## config.mk

```make
export PLATFORM = sky130hd
export DESIGN_NAME = line_sensor_pid_steering_core
export DESIGN_NICKNAME = d
export VERILOG_FILES = /design/src/design/lsps_pkg.sv /design/src/design/lsps_classify.sv /design/src/design/lsps_pid.sv /design/src/design/lsps_drive.sv /design/src/design/line_sensor_pid_steering_core.sv
export SDC_FILE = /design/constraint.sdc
export NUM_CORES = 2
export LEC_CHECK = 0
export ABC_AREA = 1
export BUFFER_PORTS_ARGS = -buffer_cell sky130_fd_sc_hd__buf_2
export CAP_MARGIN = 20
export CORE_MARGIN = 2
export CORE_UTILIZATION = 45
export CTS_CLUSTER_SIZE = 24
export DETAILED_ROUTE_END_ITERATION = 8
export PLACE_DENSITY = 0.7
export REMOVE_ABC_BUFFERS = 1
export SETUP_SLACK_MARGIN = 0.15
export SYNTH_ARGS = -nofsm -noshare
export SYNTH_HDL_FRONTEND = slang
export SYNTH_SLANG_ARGS = --single-unit
```

## constraint.sdc

```tcl
create_clock -name clk -period 17.9 [get_ports clk]
set_clock_uncertainty 0.15 [all_clocks]
set_input_delay 0.895 -clock clk [delete_from_list [all_inputs] [get_ports clk]]
set_output_delay 0.895 -clock clk [all_outputs]
set_load 0.02 [all_outputs]
```

## src/design/lsps_pkg.sv

```systemverilog
// Shared types, widths and constants of the line-sensor PID steering core.
// No dependencies; imported by every module of the core.
package lsps_pkg;

  localparam int MAX_SENSORS      = 8;
  localparam int SENSOR_COUNT_DEF = 8;
  localparam int SAMPLE_BITS_DEF  = 10;

  localparam int THR_W      = 10;
  localparam int GAIN_W     = 16;
  localparam int DRIVE_W    = 8;
  localparam int LIMIT_W    = 4;
  localparam int RUN_W      = 4;
  localparam int CFG_DATA_W = 16;
  localparam int CFG_IDX_W  = 3;

  localparam int ERR_W    = 6;
  localparam int DERR_W   = ERR_W + 1;
  localparam int INTEG_W  = 17;
  localparam int ISUM_W   = INTEG_W + 1;
  localparam int PID_W    = 16;
  localparam int DSUM_W   = PID_W + 2;
  localparam int P_TERM_W = GAIN_W + 1 + ERR_W;
  localparam int I_TERM_W = GAIN_W + 1 + INTEG_W;
  localparam int D_TERM_W = GAIN_W + 1 + DERR_W;
  localparam int SUM_W    = I_TERM_W + 2;
  localparam int FRAC_W   = 8;

  typedef logic signed [ERR_W-1:0] err_t;

  localparam err_t WEIGHTS [MAX_SENSORS] = '{
    err_t'(-7), err_t'(-5), err_t'(-3), err_t'(1),
    err_t'(1),  err_t'(3),  err_t'(5),  err_t'(7)
  };

  localparam err_t ERR_STRAIGHT_LIM = err_t'(4);
  localparam err_t ERR_TURN_LIM     = err_t'(6);

  localparam logic [THR_W-1:0]   BLACK_THR_RST    = THR_W'(800);
  localparam logic [THR_W-1:0]   WHITE_THR_RST    = THR_W'(750);
  localparam logic [GAIN_W-1:0]  GAIN_P_RST       = GAIN_W'(1856);
  localparam logic [GAIN_W-1:0]  GAIN_I_RST       = GAIN_W'(320);
  localparam logic [GAIN_W-1:0]  GAIN_D_RST       = GAIN_W'(192);
  localparam logic [DRIVE_W-1:0] BASE_SPEED_RST   = DRIVE_W'(255);
  localparam logic [LIMIT_W-1:0] FINISH_LIMIT_RST = LIMIT_W'(5);

  typedef enum logic [CFG_IDX_W-1:0] {
    CFG_BLACK_THR    = 3'd0,
    CFG_WHITE_THR    = 3'd1,
    CFG_GAIN_P       = 3'd2,
    CFG_GAIN_I       = 3'd3,
    CFG_GAIN_D       = 3'd4,
    CFG_BASE_SPEED   = 3'd5,
    CFG_FINISH_LIMIT = 3'd6
  } cfg_idx_t;

  typedef enum logic [1:0] {
    MODE_STRAIGHT   = 2'd0,
    MODE_TURN_LEFT  = 2'd1,
    MODE_TURN_RIGHT = 2'd2,
    MODE_HOLD       = 2'd3
  } steer_mode_t;

  typedef struct packed {
    logic [THR_W-1:0]   black_thr;
    logic [THR_W-1:0]   white_thr;
    logic [GAIN_W-1:0]  gain_p;
    logic [GAIN_W-1:0]  gain_i;
    logic [GAIN_W-1:0]  gain_d;
    logic [DRIVE_W-1:0] base_speed;
    logic [LIMIT_W-1:0] finish_limit;
  } cfg_t;

  typedef struct packed {
    logic signed [ERR_W-1:0]   err;
    logic signed [DERR_W-1:0]  derr;
    logic signed [INTEG_W-1:0] integ;
    logic [MAX_SENSORS-1:0]    mask;
    logic                      finish;
  } cls_t;

  typedef struct packed {
    logic signed [ERR_W-1:0]    err;
    logic [MAX_SENSORS-1:0]     mask;
    logic                       finish;
    logic signed [P_TERM_W-1:0] p_term;
    logic signed [I_TERM_W-1:0] i_term;
    logic signed [D_TERM_W-1:0] d_term;
  } prod_t;

  typedef struct packed {
    logic signed [ERR_W-1:0] err;
    logic [MAX_SENSORS-1:0]  mask;
    logic                    finish;
    logic signed [PID_W-1:0] pid;
  } pid_t;

endpackage

```

## src/design/lsps_classify.sv

```systemverilog
// Sensor classification with hysteresis, weighted line error, saturating integral
// and all-black run counter. Depends on lsps_pkg.
module lsps_classify import lsps_pkg::*; #(
  parameter int SENSOR_COUNT = SENSOR_COUNT_DEF,
  parameter int SAMPLE_BITS  = SAMPLE_BITS_DEF
) (
  input  logic                   clk,
  input  logic                   rst_n,
  input  cfg_t                   cfg,
  input  logic                   vld_i,
  output logic                   rdy_o,
  input  logic [SAMPLE_BITS-1:0] sample_i [MAX_SENSORS],
  output logic                   vld_o,
  input  logic                   rdy_i,
  output cls_t                   cls_o
);

  localparam int USED  = (SENSOR_COUNT > MAX_SENSORS) ? MAX_SENSORS : SENSOR_COUNT;
  localparam int CMP_W = (SAMPLE_BITS > THR_W) ? SAMPLE_BITS : THR_W;
  localparam logic [MAX_SENSORS-1:0] USED_MASK = MAX_SENSORS'((1 << USED) - 1);

  logic                      vld_r;
  cls_t                      cls_r;
  logic [MAX_SENSORS-1:0]    blk_r, blk_nxt;
  logic signed [INTEG_W-1:0] integ_r, integ_nxt;
  logic signed [ERR_W-1:0]   prev_r, err_nxt;
  logic [RUN_W-1:0]          run_r, run_nxt;
  logic signed [ISUM_W-1:0]  isum;
  logic signed [DERR_W-1:0]  derr;
  logic [CMP_W-1:0]          s_ext;
  logic                      all_blk;
  logic                      take;

  assign rdy_o = !vld_r || rdy_i;
  assign take  = vld_i && rdy_o;

  always_comb begin
    err_nxt = '0;
    s_ext   = '0;
    for (int i = 0; i < MAX_SENSORS; i++) begin
      s_ext = CMP_W'(sample_i[i]);
      if (i >= USED) begin
        blk_nxt[i] = 1'b0;
      end else if (s_ext >= CMP_W'(cfg.black_thr)) begin
        blk_nxt[i] = 1'b1;
      end else if (s_ext <= CMP_W'(cfg.white_thr)) begin
        blk_nxt[i] = 1'b0;
      end else begin
        blk_nxt[i] = blk_r[i];
      end
      if (blk_nxt[i]) begin
        err_nxt = err_nxt + WEIGHTS[i];
      end
    end
  end

  always_comb begin
    isum = ISUM_W'(integ_r) + ISUM_W'(err_nxt);
    if (isum[ISUM_W-1] != isum[ISUM_W-2]) begin
      integ_nxt = isum[ISUM_W-1] ? {1'b1, {(INTEG_W-1){1'b0}}}
                                 : {1'b0, {(INTEG_W-1){1'b1}}};
    end else begin
      integ_nxt = isum[INTEG_W-1:0];
    end
  end

  assign derr    = DERR_W'(err_nxt) - DERR_W'(prev_r);
  assign all_blk = (blk_nxt & USED_MASK) == USED_MASK;

  always_comb begin
    if (!all_blk) begin
      run_nxt = '0;
    end else if (&run_r) begin
      run_nxt = run_r;
    end else begin
      run_nxt = run_r + RUN_W'(1);
    end
  end

  always_ff @(posedge clk) begin
    if (!rst_n) begin
      vld_r   <= 1'b0;
      blk_r   <= '0;
      integ_r <= '0;
      prev_r  <= '0;
      run_r   <= '0;
    end else begin
      if (rdy_o) begin
        vld_r <= vld_i;
      end
      if (take) begin
        blk_r   <= blk_nxt;
        integ_r <= integ_nxt;
        prev_r  <= err_nxt;
        run_r   <= run_nxt;
      end
    end
  end

  always_ff @(posedge clk) begin
    if (take) begin
      cls_r.err    <= err_nxt;
      cls_r.derr   <= derr;
      cls_r.integ  <= integ_nxt;
      cls_r.mask   <= blk_nxt;
      cls_r.finish <= run_nxt >= cfg.finish_limit;
    end
  end

  assign vld_o = vld_r;
  assign cls_o = cls_r;

endmodule

```

## src/design/lsps_pid.sv

```systemverilog
// PID output: gain products in one stage, sum, truncation toward zero and
// saturation in the next. Depends on lsps_pkg.
module lsps_pid import lsps_pkg::*; (
  input  logic clk,
  input  logic rst_n,
  input  cfg_t cfg,
  input  logic vld_i,
  output logic rdy_o,
  input  cls_t cls_i,
  output logic vld_o,
  input  logic rdy_i,
  output pid_t pid_o
);

  localparam int Q_W = SUM_W - FRAC_W;
  localparam logic signed [Q_W-1:0] Q_MAX = Q_W'((2 ** (PID_W - 1)) - 1);
  localparam logic signed [Q_W-1:0] Q_MIN = Q_W'(-(2 ** (PID_W - 1)));

  logic                       prd_vld_r, pid_vld_r;
  logic                       prd_rdy, pid_rdy;
  prod_t                      prd_r;
  pid_t                       pid_r;
  logic signed [GAIN_W:0]     kp_s, ki_s, kd_s;
  logic signed [P_TERM_W-1:0] p_mul;
  logic signed [I_TERM_W-1:0] i_mul;
  logic signed [D_TERM_W-1:0] d_mul;
  logic signed [SUM_W-1:0]    sum;
  logic signed [Q_W-1:0]      q_floor, q_trunc;
  logic                       adj;
  logic signed [PID_W-1:0]    pid_nxt;

  assign pid_rdy = !pid_vld_r || rdy_i;
  assign prd_rdy = !prd_vld_r || pid_rdy;
  assign rdy_o   = prd_rdy;

  assign kp_s  = $signed({1'b0, cfg.gain_p});
  assign ki_s  = $signed({1'b0, cfg.gain_i});
  assign kd_s  = $signed({1'b0, cfg.gain_d});
  assign p_mul = kp_s * cls_i.err;
  assign i_mul = ki_s * cls_i.integ;
  assign d_mul = kd_s * cls_i.derr;

  assign sum     = SUM_W'(prd_r.p_term) + SUM_W'(prd_r.i_term) + SUM_W'(prd_r.d_term);
  assign q_floor = $signed(sum[SUM_W-1:FRAC_W]);
  assign adj     = sum[SUM_W-1] && (|sum[FRAC_W-1:0]);
  assign q_trunc = q_floor + $signed({{(Q_W-1){1'b0}}, adj});

  always_comb begin
    if (q_trunc > Q_MAX) begin
      pid_nxt = {1'b0, {(PID_W-1){1'b1}}};
    end else if (q_trunc < Q_MIN) begin
      pid_nxt = {1'b1, {(PID_W-1){1'b0}}};
    end else begin
      pid_nxt = q_trunc[PID_W-1:0];
    end
  end

  always_ff @(posedge clk) begin
    if (!rst_n) begin
      prd_vld_r <= 1'b0;
      pid_vld_r <= 1'b0;
    end else begin
      if (prd_rdy) begin
        prd_vld_r <= vld_i;
      end
      if (pid_rdy) begin
        pid_vld_r <= prd_vld_r;
      end
    end
  end

  always_ff @(posedge clk) begin
    if (vld_i && prd_rdy) begin
      prd_r.err    <= cls_i.err;
      prd_r.mask   <= cls_i.mask;
      prd_r.finish <= cls_i.finish;
      prd_r.p_term <= p_mul;
      prd_r.i_term <= i_mul;
      prd_r.d_term <= d_mul;
    end
    if (prd_vld_r && pid_rdy) begin
      pid_r.err    <= prd_r.err;
      pid_r.mask   <= prd_r.mask;
      pid_r.finish <= prd_r.finish;
      pid_r.pid    <= pid_nxt;
    end
  end

  assign vld_o = pid_vld_r;
  assign pid_o = pid_r;

endmodule

```

## src/design/lsps_drive.sv

```systemverilog
// Band rules, drive clamping, held command and the result register.
// Depends on lsps_pkg.
module lsps_drive import lsps_pkg::*; (
  input  logic                    clk,
  input  logic                    rst_n,
  input  cfg_t                    cfg,
  input  logic                    vld_i,
  output logic                    rdy_o,
  input  pid_t                    pid_i,
  output logic                    vld_o,
  input  logic                    rdy_i,
  output logic [DRIVE_W-1:0]      left_o,
  output logic [DRIVE_W-1:0]      right_o,
  output logic [DRIVE_W-1:0]      mean_o,
  output steer_mode_t             mode_o,
  output logic signed [ERR_W-1:0] err_o,
  output logic signed [PID_W-1:0] pid_o,
  output logic [MAX_SENSORS-1:0]  mask_o,
  output logic                    finish_o
);

  function automatic logic [DRIVE_W-1:0] clamp_drive(input logic signed [DSUM_W-1:0] v);
    logic [DRIVE_W-1:0] res;
    if (v[DSUM_W-1]) begin
      res = '0;
    end else if (|v[DSUM_W-2:DRIVE_W]) begin
      res = '1;
    end else begin
      res = v[DRIVE_W-1:0];
    end
    return res;
  endfunction

  logic                     vld_r, take;
  logic [DRIVE_W-1:0]       held_left_r, held_right_r, held_mean_r;
  logic [DRIVE_W-1:0]       left_r, right_r, mean_r;
  steer_mode_t              mode_r;
  logic signed [ERR_W-1:0]  err_r;
  logic signed [PID_W-1:0]  pid_r;
  logic [MAX_SENSORS-1:0]   mask_r;
  logic                     finish_r;
  logic signed [DSUM_W-1:0] base_s, pid_s, plus, minus;
  logic [DRIVE_W-1:0]       left_nxt, right_nxt, mean_nxt;
  logic [DRIVE_W:0]         mean_sum;
  steer_mode_t              mode_nxt;

  assign rdy_o = !vld_r || rdy_i;
  assign take  = vld_i && rdy_o;

  assign base_s = $signed({{(DSUM_W-DRIVE_W){1'b0}}, cfg.base_speed});
  assign pid_s  = DSUM_W'(pid_i.pid);
  assign plus   = base_s + pid_s;
  assign minus  = base_s - pid_s;

  always_comb begin
    if (pid_i.err != '0 && pid_i.err >= -ERR_STRAIGHT_LIM && pid_i.err <= ERR_STRAIGHT_LIM) begin
      mode_nxt  = MODE_STRAIGHT;
      left_nxt  = '1;
      right_nxt = '1;
    end else if (pid_i.err <= -ERR_TURN_LIM) begin
      mode_nxt  = MODE_TURN_LEFT;
      left_nxt  = clamp_drive(minus);
      right_nxt = clamp_drive(plus);
    end else if (pid_i.err >= ERR_TURN_LIM) begin
      mode_nxt  = MODE_TURN_RIGHT;
      left_nxt  = clamp_drive(plus);
      right_nxt = clamp_drive(minus);
    end else begin
      mode_nxt  = MODE_HOLD;
      left_nxt  = held_left_r;
      right_nxt = held_right_r;
    end
    mean_sum = {1'b0, left_nxt} + {1'b0, right_nxt};
    mean_nxt = (mode_nxt == MODE_HOLD) ? held_mean_r : mean_sum[DRIVE_W:1];
  end

  always_ff @(posedge clk) begin
    if (!rst_n) begin
      vld_r        <= 1'b0;
      held_left_r  <= '0;
      held_right_r <= '0;
      held_mean_r  <= '0;
    end else begin
      if (rdy_o) begin
        vld_r <= vld_i;
      end
      if (take && mode_nxt != MODE_HOLD) begin
        held_left_r  <= left_nxt;
        held_right_r <= right_nxt;
        held_mean_r  <= mean_nxt;
      end
    end
  end

  always_ff @(posedge clk) begin
    if (take) begin
      left_r   <= left_nxt;
      right_r  <= right_nxt;
      mean_r   <= mean_nxt;
      mode_r   <= mode_nxt;
      err_r    <= pid_i.err;
      pid_r    <= pid_i.pid;
      mask_r   <= pid_i.mask;
      finish_r <= pid_i.finish;
    end
  end

  assign vld_o    = vld_r;
  assign left_o   = left_r;
  assign right_o  = right_r;
  assign mean_o   = mean_r;
  assign mode_o   = mode_r;
  assign err_o    = err_r;
  assign pid_o    = pid_r;
  assign mask_o   = mask_r;
  assign finish_o = finish_r;

endmodule

```

## src/design/line_sensor_pid_steering_core.sv

```systemverilog
// Line-sensor PID steering core: input register, classify, PID products, PID sum,
// band rules and result register. Depends on lsps_pkg, lsps_classify, lsps_pid, lsps_drive.
// An item passes five register stages: input, classify, PID products, PID sum, result.
// Throughput: one item per cycle while out_stall is low; every stage advances when its successor has room.
// Reset (synchronous, rst_n low): clears all valids, classes to white, integral, previous
// error, run count and held drives; configuration registers return to their defaults.
module line_sensor_pid_steering_core import lsps_pkg::*; #(
  parameter int SENSOR_COUNT = SENSOR_COUNT_DEF,
  parameter int SAMPLE_BITS  = SAMPLE_BITS_DEF
) (
  input  logic                    clk,
  input  logic                    rst_n,
  input  logic                    cfg_write_en,
  input  logic [CFG_IDX_W-1:0]    cfg_index,
  input  logic [CFG_DATA_W-1:0]   cfg_data,
  input  logic                    in_valid,
  output logic                    in_stall,
  input  logic [SAMPLE_BITS-1:0]  in_sample_0,
  input  logic [SAMPLE_BITS-1:0]  in_sample_1,
  input  logic [SAMPLE_BITS-1:0]  in_sample_2,
  input  logic [SAMPLE_BITS-1:0]  in_sample_3,
  input  logic [SAMPLE_BITS-1:0]  in_sample_4,
  input  logic [SAMPLE_BITS-1:0]  in_sample_5,
  input  logic [SAMPLE_BITS-1:0]  in_sample_6,
  input  logic [SAMPLE_BITS-1:0]  in_sample_7,
  output logic                    out_valid,
  input  logic                    out_stall,
  output logic [DRIVE_W-1:0]      out_left_drive,
  output logic [DRIVE_W-1:0]      out_right_drive,
  output logic [DRIVE_W-1:0]      out_mean_drive,
  output logic [1:0]              out_steer_mode,
  output logic signed [ERR_W-1:0] out_line_error,
  output logic signed [PID_W-1:0] out_pid_value,
  output logic [MAX_SENSORS-1:0]  out_black_mask,
  output logic                    out_finish_flag
);

  cfg_t                   cfg_r;
  logic                   smp_vld_r;
  logic [SAMPLE_BITS-1:0] smp_r [MAX_SENSORS];
  logic                   smp_rdy, cls_rdy, cls_vld, pid_rdy, pid_vld, drv_rdy;
  cls_t                   cls;
  pid_t                   pid;
  steer_mode_t            mode;

  always_ff @(posedge clk) begin
    if (!rst_n) begin
      cfg_r.black_thr    <= BLACK_THR_RST;
      cfg_r.white_thr    <= WHITE_THR_RST;
      cfg_r.gain_p       <= GAIN_P_RST;
      cfg_r.gain_i       <= GAIN_I_RST;
      cfg_r.gain_d       <= GAIN_D_RST;
      cfg_r.base_speed   <= BASE_SPEED_RST;
      cfg_r.finish_limit <= FINISH_LIMIT_RST;
    end else if (cfg_write_en) begin
      unique case (cfg_idx_t'(cfg_index))
        CFG_BLACK_THR:    cfg_r.black_thr    <= cfg_data[THR_W-1:0];
        CFG_WHITE_THR:    cfg_r.white_thr    <= cfg_data[THR_W-1:0];
        CFG_GAIN_P:       cfg_r.gain_p       <= cfg_data[GAIN_W-1:0];
        CFG_GAIN_I:       cfg_r.gain_i       <= cfg_data[GAIN_W-1:0];
        CFG_GAIN_D:       cfg_r.gain_d       <= cfg_data[GAIN_W-1:0];
        CFG_BASE_SPEED:   cfg_r.base_speed   <= cfg_data[DRIVE_W-1:0];
        CFG_FINISH_LIMIT: cfg_r.finish_limit <= cfg_data[LIMIT_W-1:0];
        default: ;
      endcase
    end
  end

  assign smp_rdy  = !smp_vld_r || cls_rdy;
  assign in_stall = !smp_rdy;

  always_ff @(posedge clk) begin
    if (!rst_n) begin
      smp_vld_r <= 1'b0;
    end else if (smp_rdy) begin
      smp_vld_r <= in_valid;
    end
  end

  always_ff @(posedge clk) begin
    if (in_valid && smp_rdy) begin
      smp_r[0] <= in_sample_0;
      smp_r[1] <= in_sample_1;
      smp_r[2] <= in_sample_2;
      smp_r[3] <= in_sample_3;
      smp_r[4] <= in_sample_4;
      smp_r[5] <= in_sample_5;
      smp_r[6] <= in_sample_6;
      smp_r[7] <= in_sample_7;
    end
  end

  lsps_classify #(
    .SENSOR_COUNT (SENSOR_COUNT),
    .SAMPLE_BITS  (SAMPLE_BITS)
  ) u_classify (
    .clk      (clk),
    .rst_n    (rst_n),
    .cfg      (cfg_r),
    .vld_i    (smp_vld_r),
    .rdy_o    (cls_rdy),
    .sample_i (smp_r),
    .vld_o    (cls_vld),
    .rdy_i    (pid_rdy),
    .cls_o    (cls)
  );

  lsps_pid u_pid (
    .clk   (clk),
    .rst_n (rst_n),
    .cfg   (cfg_r),
    .vld_i (cls_vld),
    .rdy_o (pid_rdy),
    .cls_i (cls),
    .vld_o (pid_vld),
    .rdy_i (drv_rdy),
    .pid_o (pid)
  );

  lsps_drive u_drive (
    .clk      (clk),
    .rst_n    (rst_n),
    .cfg      (cfg_r),
    .vld_i    (pid_vld),
    .rdy_o    (drv_rdy),
    .pid_i    (pid),
    .vld_o    (out_valid),
    .rdy_i    (!out_stall),
    .left_o   (out_left_drive),
    .right_o  (out_right_drive),
    .mean_o   (out_mean_drive),
    .mode_o   (mode),
    .err_o    (out_line_error),
    .pid_o    (out_pid_value),
    .mask_o   (out_black_mask),
    .finish_o (out_finish_flag)
  );

  assign out_steer_mode = mode;

endmodule

```

==> impl_results.md <==
- Total track usage: 23.3%
- Synth area leaders: edfxtp_1 (21%), fa_1 (18%), ha_1 (15%)
- Total power: 0.00752 W
- Max Slew Vio Count: 0
- Worst hold start: u_classify.cls_o[6]$_DFFE_PP_
- FF-to-FF path depth: 44
- Drt total wl: 111000 um
- # clock sinks: 447
- Switch share: 50.6%
- Initial antenna violation count: 3
- Final Hold Vio Count: 0
- Gp weighted congestion: 0.921
- Hold crit path type: reg2reg
- Die Y: 311 um
- Port Buffers: 162
- H-tree Lvls: 2
- Slowest cell delay on critical path: 0.79 ns
- Cell row count: 112
- Worst-Margin Slew: 1.07 ns
- Internal: 0.00371 W
- Yosys top cell by area: edfxtp_1
- Number of flops mapped to enable cells by yosys: 303
- CTS tree: built
- Core area: 0.0933 mm2
- Share of Yosys cell area claimed by the top area cell type: 21.5%
- Reg area: 0.0120 mm2
- Number of global-route vias before repair: 33798
- Leading register cell type out of synthesis: edfxtp_1
- Drt pass-1 iters: 6
- Max-cap violation count: 0
- Fillers: 8921
- Post-route cell area: 0.0461 mm2
- Critical path required time: 18.26 ns
- DRC violations left: 0
- Congestion Overflow GR: 0
- Status: complete, no violations
- Startpoint Class: register
- Setup bufs post-CTS: 0
- Cells after Synth: 5126
- CP max stage cell: o21ai_0
- Register clock-pin slew on the reported worst setup and hold paths: 0.06 ns
- Cell count of the worst hold path: 0
- Die X-Extent: 311 um
- Slew headroom: 28.9%
- R2R Setup Slk: 9.44 ns
- Routed via count: 33357
- Setup TNS Final: 0 ns
- Critical path arrival: 8.81 ns
- Share of layout cells above drive strength 1: 6.20%
- Final antenna-violating net count: 0
- CP endpoint kind: register
- Post-Syn Area: 0.0424 mm2
- Flop pwr share: 21.4%
- DRT iter0 DRCs: 2288
- Maximum clock path buffer count: 3
- Synth warn: 0
- Synthesis-to-layout area growth: 8.69%
- Lkg Pwr: 24.2 nW
- Post-CTS Resized: 0
- Post-synthesis sequential area ratio: 28.3%
- Combinational power share: 64.7%
- Worst r2r src: cfg_r[67]$_SDFFE_PN1P_
- Synthesized flop and latch total: 447
- CTS Buf Count: 51
- WL per Instance: 17.1 um
- P_sw: 0.00380 W
- Starting Density: 45.4%
- Fin util: 49.4%
- Final worst-path cycle share: 47.2%
- Fin crit period: 8.46 ns
- Clock power frac: 13.8%
- Clock root cell: clkbuf_16
- Die ar.: 0.0967 mm2
- IO Count: 163
- Distinct cell type count after synthesis: 55
- Peak Freq: 0.118 GHz
- First-pass GRT wire length: 180000 um
- Area of the multi-input gates: 0.0260 mm2
- Crit Path Max Fanout: 16
- Clk_lat worst skew: 0.69 ns
- DP Area: 0.0444 mm2
- Power per cell area: 163 mW/mm2
- # setup viols final: 0
- Reg-to-Reg End: u_classify.integ_r[13]$_SDFFE_PN0P_
- Top cell by count, worst path: nand2_1
- RSZ-0062 raised after global routing: false
- Post-CTS Hold Buffers: 0
- VDD IR max: 0.148 mV
- Vias/cell: 5.12
- Async set or reset register ratio after synthesis: 0%
- Final HPWL DP: 87900 um
- Fin nets: 6190
- Largest net degree at the start of global routing: 81
- Post-Syn Area per Cell: 8.27 um2
- Crit path kind: reg2reg
- ANT cells: 0
- WHS Endpoint: u_pid.prd_r[87]$_DFFE_PP_
[final cells by class]
type / count / area share (%)
sequential: 447 / 26.0
clock buffer: 61 / 2.94
timing repair buffer: 182 / 2.10
clock inverter: 35 / 0.695
inverter: 1033 / 8.41
tap: 1254 / 3.40
multi-input combinational: 3502 / 56.5
[critical path: cells and delay by family (launching register included)]
kind	cells	cell delay, ns
DFF	1	0.30
xor gates and xnor gates	1	0.16
and+or+nand+nor	21	2.59
AOI/OAI and AO/OA	7	1.93
adders and majority gates	7	2.32
buffers and inverters	8	0.80
[worst max path at each step]
stage	startpoint	end	slack (ns)	depth (start not counted)
after floorplan	cfg_r[75]$_SDFFE_PN1P_	u_classify.integ_r[14]$_SDFFE_PN0P_	11.01	47
after detailed placement	cfg_r[67]$_SDFFE_PN1P_	u_classify.integ_r[13]$_SDFFE_PN0P_	9.55	44
after global placement	cfg_r[67]$_SDFFE_PN1P_	u_classify.integ_r[13]$_SDFFE_PN0P_	9.76	44
final	cfg_r[67]$_SDFFE_PN1P_	u_classify.integ_r[13]$_SDFFE_PN0P_	9.44	44
after global routing	cfg_r[77]$_SDFFE_PN0P_	u_classify.integ_r[8]$_SDFFE_PN0P_	8.62	44
after CTS	cfg_r[67]$_SDFFE_PN1P_	u_classify.integ_r[13]$_SDFFE_PN0P_	9.40	44
[state kept, by name, indices dropped and copies added, names as in the netlist, 2 cells and up]
register / count
u_drive.err_o: 6
u_pid.prd_r: 96
u_classify.prev_r: 6
u_drive.held_right_r: 8
u_drive.mode_o: 2
u_drive.mask_o: 8
u_drive.held_left_r: 8
u_drive.held_mean_r: 8
u_drive.mean_o: 8
smp_r: 80
u_drive.left_o: 8
u_pid.pid_o: 31
cfg_r: 80
u_classify.blk_r: 8
u_drive.pid_o: 16
u_drive.right_o: 8
u_classify.cls_o: 39
u_classify.integ_r: 17
u_classify.run_r: 4
[metrics by stage]
stage,hold slack (ns),cells,setup slack (ns)
after floorplan,0.250,4982,11.01
after global placement,0.252,6417,9.76
after detailed placement,0.255,6417,9.55
after CTS,0.184,6513,9.40
after global routing,0.201,6514,8.62
final,0.206,6514,9.44
[kinds of logic (layout without fill, tap and decap cells)]
logic type	Yosys count	count (layout)	share of synthesized area, %
AOI/OAI and AO/OA	593	593	7.84
xor gates and xnor gates	136	136	2.84
adders and majority gates	869	869	32.3
buffers and inverters	1177	1311	10.4
DFF	447	447	28.3
and+or+nand+nor	1904	1904	18.3
[synthesized netlist by cell type (7+ instances only)]
| cell | number |
|---|---|
| dfxtp_1 | 144 |
| o21ai_0 | 204 |
| nand3_1 | 187 |
| a211oi_1 | 7 |
| clkbuf_1 | 137 |
| inv_1 | 1025 |
| a21o_1 | 8 |
| o21a_1 | 9 |
| o211ai_1 | 49 |
| xor2_1 | 101 |
| nand2_1 | 1176 |
| o21bai_1 | 16 |
| fa_1 | 377 |
| o2111ai_1 | 7 |
| a21boi_0 | 7 |
| nor2_2 | 7 |
| a21oi_1 | 255 |
| a31oi_1 | 7 |
| ha_1 | 492 |
| edfxtp_1 | 303 |
| or2_2 | 34 |
| xnor2_1 | 33 |
| nor3_1 | 31 |
| nor2_1 | 390 |
| nand4_1 | 49 |
| nand3b_1 | 12 |
[metal layers]
metal	routed length, um	global-route usage [%]	share of wire, %	vias to the layer above
met1	46600	29.4	42	15816
met2	53300	40.5	48	953
met5	25	0	0.022	-
met4	4580	8.44	4.1	4
li1	-	-	-	16365
met3	6640	3.48	6.0	219
[cells in the final DEF, fill, tap and decap left out, drive strengths merged, types with 2 or more instances in the layout]
master,count
o21ai,210
buf,181
o31ai,2
and3,2
o221ai,2
dfxtp,144
o211ai,50
a21boi,8
a211oi,7
clkinvlp,4
xnor2,33
nor3,35
xor2,103
ha,492
nor2,399
clkinv,28
a31oi,7
o21bai,16
nand3,188
nand3b,12
o21a,9
fa,377
nand2,1178
a41oi,4
or2,35
a21o,8
edfxtp,303
clkbuf,62
a221oi,3
inv,1035
nor4,4
nand4,49
o2111ai,7
a21oi,255
[power groups by stage]
stage               clock network, W  logic [W]  registers (W)
floorplan                          0    0.00356        0.00153
global placement                   0    0.00476        0.00163
detailed placement                 0    0.00483        0.00163
CTS                          0.00107    0.00486        0.00161
global route                 0.00110    0.00554        0.00162
finish                       0.00104    0.00487        0.00161
Power figures use the tool's default switching activity.
